`src/hdl/pfe_pkg.sv`:
```
// Shared types and character codes for the postfix evaluator
`timescale 1ns / 1ps
package pfe_pkg;
  typedef struct packed {
    logic [7:0] symbol;
    logic       last;
  } in_item_t;

  typedef struct packed {
    logic signed [31:0] value;
    logic [1:0]         status;
  } out_item_t;

  localparam logic [7:0] CH_0     = 8'h30;
  localparam logic [7:0] CH_9     = 8'h39;
  localparam logic [7:0] CH_PLUS  = 8'h2B;
  localparam logic [7:0] CH_MINUS = 8'h2D;
  localparam logic [7:0] CH_STAR  = 8'h2A;
  localparam logic [7:0] CH_SLASH = 8'h2F;

  localparam logic [1:0] ST_OK    = 2'd0;
  localparam logic [1:0] ST_UNDER = 2'd1;
  localparam logic [1:0] ST_OVER  = 2'd2;
  localparam logic [1:0] ST_DIV0  = 2'd3;

  // Command kinds handed from front to back
  typedef enum logic [2:0] {
    CMD_NONE, CMD_ADD, CMD_SUB, CMD_MUL, CMD_DIV
  } op_t;

  typedef struct packed {
    logic       push_num;
    logic [63:0] num;
    op_t        op;
    logic       fin;
  } cmd_t;
endpackage

```
`src/hdl/pfe_front.sv`:
```
// Front end: digit accumulation and character classification
`timescale 1ns / 1ps
module pfe_front #(
  parameter int VALUE_WIDTH = 32
) (
  input  logic              clk,
  input  logic              rst,
  input  pfe_pkg::in_item_t in_item,
  input  logic              in_valid,
  output logic              in_ready,
  output pfe_pkg::cmd_t     cmd,
  output logic              cmd_valid,
  input  logic              cmd_ready
);
  logic [VALUE_WIDTH-1:0] acc, acc_next;
  logic                   in_num, in_num_next;
  logic [VALUE_WIDTH+3:0] prod;
  logic                   is_digit;
  pfe_pkg::op_t           op;

  assign is_digit = in_item.symbol >= pfe_pkg::CH_0 && in_item.symbol <= pfe_pkg::CH_9;
  assign prod = {4'd0, acc} * 4'd10 + {{VALUE_WIDTH{1'b0}}, in_item.symbol[3:0]};
  assign in_ready = !cmd_valid || cmd_ready;

  // Operator decode
  always_comb begin
    unique case (in_item.symbol)
      pfe_pkg::CH_PLUS:  op = pfe_pkg::CMD_ADD;
      pfe_pkg::CH_MINUS: op = pfe_pkg::CMD_SUB;
      pfe_pkg::CH_STAR:  op = pfe_pkg::CMD_MUL;
      pfe_pkg::CH_SLASH: op = pfe_pkg::CMD_DIV;
      default:           op = pfe_pkg::CMD_NONE;
    endcase
  end

  always_comb begin
    acc_next = acc;
    in_num_next = in_num;
    if (is_digit) begin
      acc_next = prod[VALUE_WIDTH-1:0];
      in_num_next = 1'b1;
    end else begin
      acc_next = '0;
      in_num_next = 1'b0;
    end
    if (in_item.last) begin
      acc_next = '0;
      in_num_next = 1'b0;
    end
  end

  // Command register
  always_ff @(posedge clk) begin
    if (rst) begin
      acc <= '0;
      in_num <= 1'b0;
      cmd_valid <= 1'b0;
    end else if (in_ready) begin
      cmd_valid <= 1'b0;
      if (in_valid) begin
        acc <= acc_next;
        in_num <= in_num_next;
        cmd_valid <= (!is_digit && (in_num || op != pfe_pkg::CMD_NONE)) || in_item.last;
        cmd.push_num <= (is_digit ? in_item.last : in_num);
        cmd.num <= 64'(is_digit ? prod[VALUE_WIDTH-1:0] : acc);
        cmd.op <= is_digit ? pfe_pkg::CMD_NONE : op;
        cmd.fin <= in_item.last;
      end
    end
  end
endmodule

```
`src/hdl/pfe_back.sv`:
```
// Back end: operand stack, arithmetic and serial divider
`timescale 1ns / 1ps
module pfe_back #(
  parameter int STACK_DEPTH = 64,
  parameter int VALUE_WIDTH = 32
) (
  input  logic               clk,
  input  logic               rst,
  input  pfe_pkg::cmd_t      cmd,
  input  logic               cmd_valid,
  output logic               cmd_ready,
  output pfe_pkg::out_item_t out_item,
  output logic               out_valid,
  input  logic               out_ready
);
  localparam int AW = $clog2(STACK_DEPTH);
  localparam int CW = $clog2(STACK_DEPTH + 1);
  localparam int DW = $clog2(VALUE_WIDTH + 1);
  localparam logic [CW-1:0] DEPTH_C = CW'(STACK_DEPTH);

  typedef enum logic [2:0] {
    S_IDLE, S_PUSH, S_RD1, S_RD2, S_ALU, S_DIV, S_WB, S_FIN
  } state_t;

  state_t state;
  logic [VALUE_WIDTH-1:0] mem [STACK_DEPTH];
  logic [VALUE_WIDTH-1:0] rd, lhs, rhs, res, rem, quo;
  logic [CW-1:0] cnt;
  logic [AW-1:0] raddr;
  logic [1:0]    err;
  pfe_pkg::cmd_t cur;
  logic [DW-1:0] dcnt;
  logic          neg_q;
  logic [VALUE_WIDTH:0] trial;
  logic [2*VALUE_WIDTH-1:0] mprod;

  assign cmd_ready = state == S_IDLE && !out_valid;
  assign trial = {rem, quo[VALUE_WIDTH-1]} - {1'b0, rhs};
  assign mprod = lhs * rhs;

  // Stack memory read
  always_ff @(posedge clk) rd <= mem[raddr];

  always_ff @(posedge clk) begin
    if (rst) begin
      state <= S_IDLE;
      cnt <= '0;
      err <= pfe_pkg::ST_OK;
      out_valid <= 1'b0;
    end else begin
      if (out_valid && out_ready) out_valid <= 1'b0;
      unique case (state)
        S_IDLE: if (cmd_valid && cmd_ready) begin
          cur <= cmd;
          state <= cmd.push_num ? S_PUSH : S_RD1;
        end
        S_PUSH: begin
          if (err == pfe_pkg::ST_OK) begin
            if (cnt == DEPTH_C) err <= pfe_pkg::ST_OVER;
            else begin
              mem[cnt[AW-1:0]] <= cur.num[VALUE_WIDTH-1:0];
              cnt <= cnt + 1'b1;
            end
          end
          state <= S_RD1;
        end
        S_RD1: begin
          raddr <= AW'(cnt - 1'b1);
          if (cur.op == pfe_pkg::CMD_NONE) state <= cur.fin ? S_WB : S_IDLE;
          else if (err != pfe_pkg::ST_OK) state <= cur.fin ? S_FIN : S_IDLE;
          else if (cnt < CW'(2)) begin
            err <= pfe_pkg::ST_UNDER;
            state <= cur.fin ? S_FIN : S_IDLE;
          end else state <= S_RD2;
        end
        S_RD2: begin
          raddr <= AW'(cnt - CW'(2));
          state <= S_ALU;
        end
        S_ALU: begin
          // rd holds right operand now; left arrives next cycle
          rhs <= rd;
          state <= S_DIV;
          dcnt <= '0;
        end
        S_DIV: begin
          if (dcnt == '0) begin
            lhs <= rd;
            dcnt <= DW'(1);
            rem <= '0;
            neg_q <= rd[VALUE_WIDTH-1] ^ rhs[VALUE_WIDTH-1];
            quo <= rd[VALUE_WIDTH-1] ? -rd : rd;
            if (cur.op == pfe_pkg::CMD_DIV) begin
              if (rhs == '0) begin
                err <= pfe_pkg::ST_DIV0;
                state <= cur.fin ? S_FIN : S_IDLE;
              end else if (rhs[VALUE_WIDTH-1]) rhs <= -rhs;
            end
          end else if (cur.op != pfe_pkg::CMD_DIV) begin
            unique case (cur.op)
              pfe_pkg::CMD_ADD: res <= lhs + rhs;
              pfe_pkg::CMD_SUB: res <= lhs - rhs;
              default:          res <= mprod[VALUE_WIDTH-1:0];
            endcase
            state <= S_WB;
            dcnt <= '0;
          end else if (dcnt == DW'(VALUE_WIDTH + 1)) begin
            res <= neg_q ? -quo : quo;
            state <= S_WB;
            dcnt <= '0;
          end else begin
            // One quotient bit per cycle, restoring
            if (!trial[VALUE_WIDTH]) rem <= trial[VALUE_WIDTH-1:0];
            else rem <= {rem[VALUE_WIDTH-2:0], quo[VALUE_WIDTH-1]};
            quo <= {quo[VALUE_WIDTH-2:0], !trial[VALUE_WIDTH]};
            dcnt <= dcnt + 1'b1;
          end
        end
        S_WB: begin
          if (cur.op != pfe_pkg::CMD_NONE) begin
            mem[AW'(cnt - CW'(2))] <= res;
            cnt <= cnt - 1'b1;
            raddr <= AW'(cnt - CW'(2));
          end
          state <= cur.fin ? S_FIN : S_IDLE;
        end
        S_FIN: begin
          state <= S_IDLE;
          out_valid <= 1'b1;
          cnt <= '0;
          err <= pfe_pkg::ST_OK;
          out_item.value <= '0;
          if (err != pfe_pkg::ST_OK) out_item.status <= err;
          else if (cnt == '0) out_item.status <= pfe_pkg::ST_UNDER;
          else begin
            out_item.status <= pfe_pkg::ST_OK;
            out_item.value <= 32'(signed'(cur.op != pfe_pkg::CMD_NONE ? res : rd));
          end
        end
        default: state <= S_IDLE;
      endcase
    end
  end
endmodule

```
`src/hdl/postfix_expression_evaluator.sv`:
```
// Top level of the postfix expression evaluator
// Channel | Direction | Handshake
// in      | input     | push / full
// out     | output    | pop / empty
// A digit is accumulated in the front; a bare push takes the back through S_PUSH
// and S_RD1, an add, subtract or multiply through S_RD1, S_RD2, S_ALU, S_DIV and
// S_WB, after S_PUSH with a pending number. Division iterates one quotient bit a
// cycle in S_DIV. The final character adds S_FIN to load the result register.
// One-entry command register between front and back; the back accepts no
// command while a result waits. Reset: rst synchronous, clears stack count,
// accumulator and error.
`timescale 1ns / 1ps
module postfix_expression_evaluator #(
  parameter int STACK_DEPTH = 64,
  parameter int VALUE_WIDTH = 32
) (
  input  logic               clk,
  input  logic               rst,
  input  pfe_pkg::in_item_t  in_item,
  input  logic               push,
  output logic               full,
  output pfe_pkg::out_item_t out_item,
  output logic               empty,
  input  logic               pop
);
  pfe_pkg::cmd_t cmd;
  logic cmd_valid, cmd_ready, in_ready, out_valid;

  assign full = !in_ready;
  assign empty = !out_valid;

  pfe_front #(.VALUE_WIDTH(VALUE_WIDTH)) u_front (
    .clk, .rst, .in_item, .in_valid(push), .in_ready,
    .cmd, .cmd_valid, .cmd_ready
  );
  pfe_back #(.STACK_DEPTH(STACK_DEPTH), .VALUE_WIDTH(VALUE_WIDTH)) u_back (
    .clk, .rst, .cmd, .cmd_valid, .cmd_ready,
    .out_item, .out_valid, .out_ready(pop)
  );
endmodule

```
`config.mk`:
```
export PLATFORM = sky130hd
export DESIGN_NAME = postfix_expression_evaluator
export DESIGN_NICKNAME = d
export VERILOG_FILES = /design/src/hdl/pfe_pkg.sv /design/src/hdl/pfe_front.sv /design/src/hdl/pfe_back.sv /design/src/hdl/postfix_expression_evaluator.sv
export SDC_FILE = /design/constraint.sdc
export NUM_CORES = 2
export LEC_CHECK = 0
export BUFFER_PORTS_ARGS = -buffer_cell sky130_fd_sc_hd__buf_2
export CAP_MARGIN = 20
export CORE_MARGIN = 2
export CORE_UTILIZATION = 40
export DETAILED_ROUTE_END_ITERATION = 10
export PLACE_DENSITY_LB_ADDON = 0.25
export SLEW_MARGIN = 20
export SYNTH_ARGS = -nofsm -noshare
export SYNTH_HDL_FRONTEND = slang
export SYNTH_SLANG_ARGS = --single-unit
```
`constraint.sdc`:
```
create_clock -name clk -period 6.76 [get_ports clk]
set_input_delay 0.338 -clock clk [delete_from_list [all_inputs] [get_ports clk]]
set_output_delay 0.338 -clock clk [all_outputs]
set_load 0.05 [all_outputs]
```
==> metrics.md <==
| Metric | Value |
|---|---|
| Outcome | finished with violations |
| Failing checks | setup timing |
| RSZ-0062 raised after global routing | yes |
| Synth Area per Inst | 16.3 µm² |
| Core ar. | 288000 µm² |
| Max Fclk | 138 MHz |
| Worst reg2reg startpoint | u_back.rhs[6] |
| Crit share post-route | 107% |
| Port bufs | 48 |
| Synth area leaders | edfxtp_1 (60%), mux4_2 (13%), fa_1 (7.1%), ha_1 (2.8%), nand2_1 (2.1%) |
| Overall routing resource usage | 22.9% |
| Die W | 543 µm |
| DR iter-0 viols | 6995 |
| Count leader, synth | edfxtp_1 |
| R2R depth | 24 |
| Crit Path Class | register to register |
| ANT nets after route | 0 |
| H-Tree Level Count | 4 |
| Ys flop type | edfxtp_1 |
| Req. time, crit path | 7.41 ns |
| Die ar. | 294000 µm² |
| IO Pins | 49 |
| Final Skew | 0.0657 ns |
| Initial antenna violation count | 20 |
| Via Count | 65553 |
| Hold Crit Class | input port to register |
| # Max-Cap Violations | 0 |
| Syn. warnings | 0 |
| Final instance area | 133000 µm² |
| Final setup margin | -0.503 ns |
| Final Hold Fails | 0 |
| CTS Sinks | 2407 |
| Min-delay src | in_item[4] |
| Number of enable flip-flop cells after synthesis | 2328 |
| DRT Pass-1 Iters | 5 |
| CTS Buffer Depth | 4 |
| Leakage | 46.3 nW |
| Post-synth top area cell | edfxtp_1 |
| Drt drc | 0 |
| Post-synthesis sequential area ratio | 61.6% |
| Share of layout cells above drive strength 1 | 23.7% |
| Chip height | 543 µm |
| PwrDens | 340 nW/µm² |
| Drt via density | 5.68 |
| Largest net degree at the start of global routing | 102 |
| Post-synthesis cell type count | 98 |
| Placed cell areas | 124000 µm² |
| Worst Setup End Kind | register |
| Drt total wl | 337000 µm |
| Total CTS buffers | 244 |
| Global-route wire length before repair | 485000 µm |
| Site Rows | 197 |
| CP arrival | 7.91 ns |
| Wire per inst | 29.2 µm |
| Startpoint Class | register |
| Worst slew margin | 20.7% |
| Hold path endpoint | u_front.cmd[1] |
| Crit Path Max Fanout | 5 |
| Routability cong. | 0.915 |
| Commonest cells in the netlist | edfxtp_1 (2328), mux4_2 (671), nand2_1 (638), inv_1 (448), fa_1 (412) |
| Mapped Cells | 7133 |
| Final setup TNS | -4.67 ns |
| Final layout net count | 8220 |
| Remaining global-route overflow | 0 |
| Yosys top cell area share | 60.3% |
| CTS tree | yes |
| Clock-pin slew on the worst setup and hold paths | 0.07 ns |
| Detailed Place HPWL | 220000 µm |
| Final worst path period need | 7.26 ns |
| Peak VDD IR | 889 µV |
| Worst r2r dst | u_back.res[28] |
| Worst reg-to-reg setup slack | -0.50 ns |
| Syn nets | 7816 |
| Root buffer cell | clkbuf_16 |
| Mapped Area | 116000 µm² |
| Clk Latency, worst-skew pair | 0.93 ns |
| Area Overhead vs Synth | 14.6% |
| Slew @ Worst Pin | 1.19 ns |
| Max Transition Viols Final | 0 |
| #FFs+latches synth | 2407 |
| Vias in the first global route | 66815 |
| Starting Density | 40.2% |
| Hold-critical path depth | 3 |
| Endpoints failing setup | 18 |
| Async set-reset flop share out of synthesis | 0% |
[flip-flops by register name, summed over array words and instances, names as in the netlist, 34 cells and up]
name and count:
u_back.mem 2048, u_front.cmd 37, u_back.cur 36, u_back.out_item 34
[per-stage QoR]
stage | util (%) | power, W | hold slack (ns) | setup WS [ns] | cells
6_report | 46.1 | 0.0453 | 0.0984 | -0.503 | 11532
5_1_grt | 46.1 | 0.0472 | 0.0792 | -0.673 | 11522
4_1_cts | 45.9 | 0.0445 | 0.0356 | -0.455 | 11498
3_5_place_dp | 43.0 | 0.0295 | 0.405 | -0.684 | 11016
3_3_place_gp | 42.9 | 0.0294 | 0.405 | -0.683 | 11011
2_1_floorplan | - | 0.0236 | 0.400 | -0.110 | 7133
[layout make-up]
cell class / instances / area [µm²]
antenna: 14 / 35.0
clock buffer: 297 / 6310
clock inverter: 149 / 1400
fill: 24792 / 155000
inverter: 451 / 1690
multi-input combinational: 3907 / 42800
sequential: 2407 / 71500
tap: 3781 / 4730
timing repair buffer: 526 / 4480
[per-layer routing]
metal  GRT usage [%]  vias up  part of all wire [%]
met1            30.9    34830                    41
met2            37.8     2443                    49
met5               0        -                0.0098
met4            7.89        4                   3.7
met3            3.41      514                   6.6
li1                -    27762                     -
[worst max-delay path by stage]
stage	from	end	slack (ns)
3_5_place_dp	u_back.lhs[8]	u_back.res[15]	-0.68
6_report	u_back.rhs[6]	u_back.res[28]	-0.50
4_1_cts	u_back.rhs[3]	u_back.res[28]	-0.46
5_1_grt	u_back.lhs[11]	u_back.res[28]	-0.67
2_1_floorplan	u_back.rhs[2]	u_back.res[31]	-0.11
3_3_place_gp	u_back.rhs[2]	u_back.res[15]	-0.68
[layout by cell type (no fill, tap or decap), drive strengths merged, types with 41 or more instances in the layout]
master	n
edfxtp	2328
mux4	671
nand2	638
buf	517
inv	455
fa	412
clkbuf	298
nor2	293
and2	290
ha	258
xnor2	209
a21oi	205
o21ai	148
clkinv	113
xor2	96
dfxtp	79
nor3	58
nand3	53
a21o	48
nand2b	41
[power breakdown]
group	switching [W]	internal [W]	total (W)
clock	0.00571	0.00753	0.0132
sequential	0.000210	0.0166	0.0168
combinational	0.00816	0.00708	0.0152
[critical path, stage by stage (launching register included)]
cell and delay (ns):
edfxtp_1 0.44, buf_12 0.16, buf_4 0.14, and2_4 0.15
fa_1 0.51, fa_1 0.43, fa_1 0.54, inv_1 0.06
fa_1 0.47, inv_1 0.05, fa_1 0.49, fa_1 0.43
fa_1 0.48, fa_1 0.54, ha_4 0.21, a21o_1 0.18
a21o_1 0.15, a21o_1 0.19, a211oi_4 0.29, o21ai_2 0.10
a41oi_4 0.27, nand2b_1 0.11, a211oi_2 0.21, nor2_1 0.10
a221o_1 0.30
[cell families (layout without fill, tap and decap cells)]
group	Yosys count	in the layout	synth area share [%]
flip-flops	2407	2407	61.6
AND/OR/NAND/NOR	1542	1542	6.34
buffers and inverters	819	1423	2.66
multiplexers	703	703	13.3
AO/OA/AOI/OAI	687	687	3.86
adder cells (fa/ha/maj)	670	670	9.89
XOR/XNOR	305	305	2.31
other	0	14	0
[repair_timing]
item / in CTS / in global routing
endpoints found under the hold margin: 14 / 0
setup endpoints to repair: 20 / 22
setup buffers: 29 / 17
pin swaps: 51 / 41
gates resized for setup: 116 / 61
hold buffers: 8 / 0
cloned: 1 / 1
No activity file was read; power rests on OpenSTA's default activity.
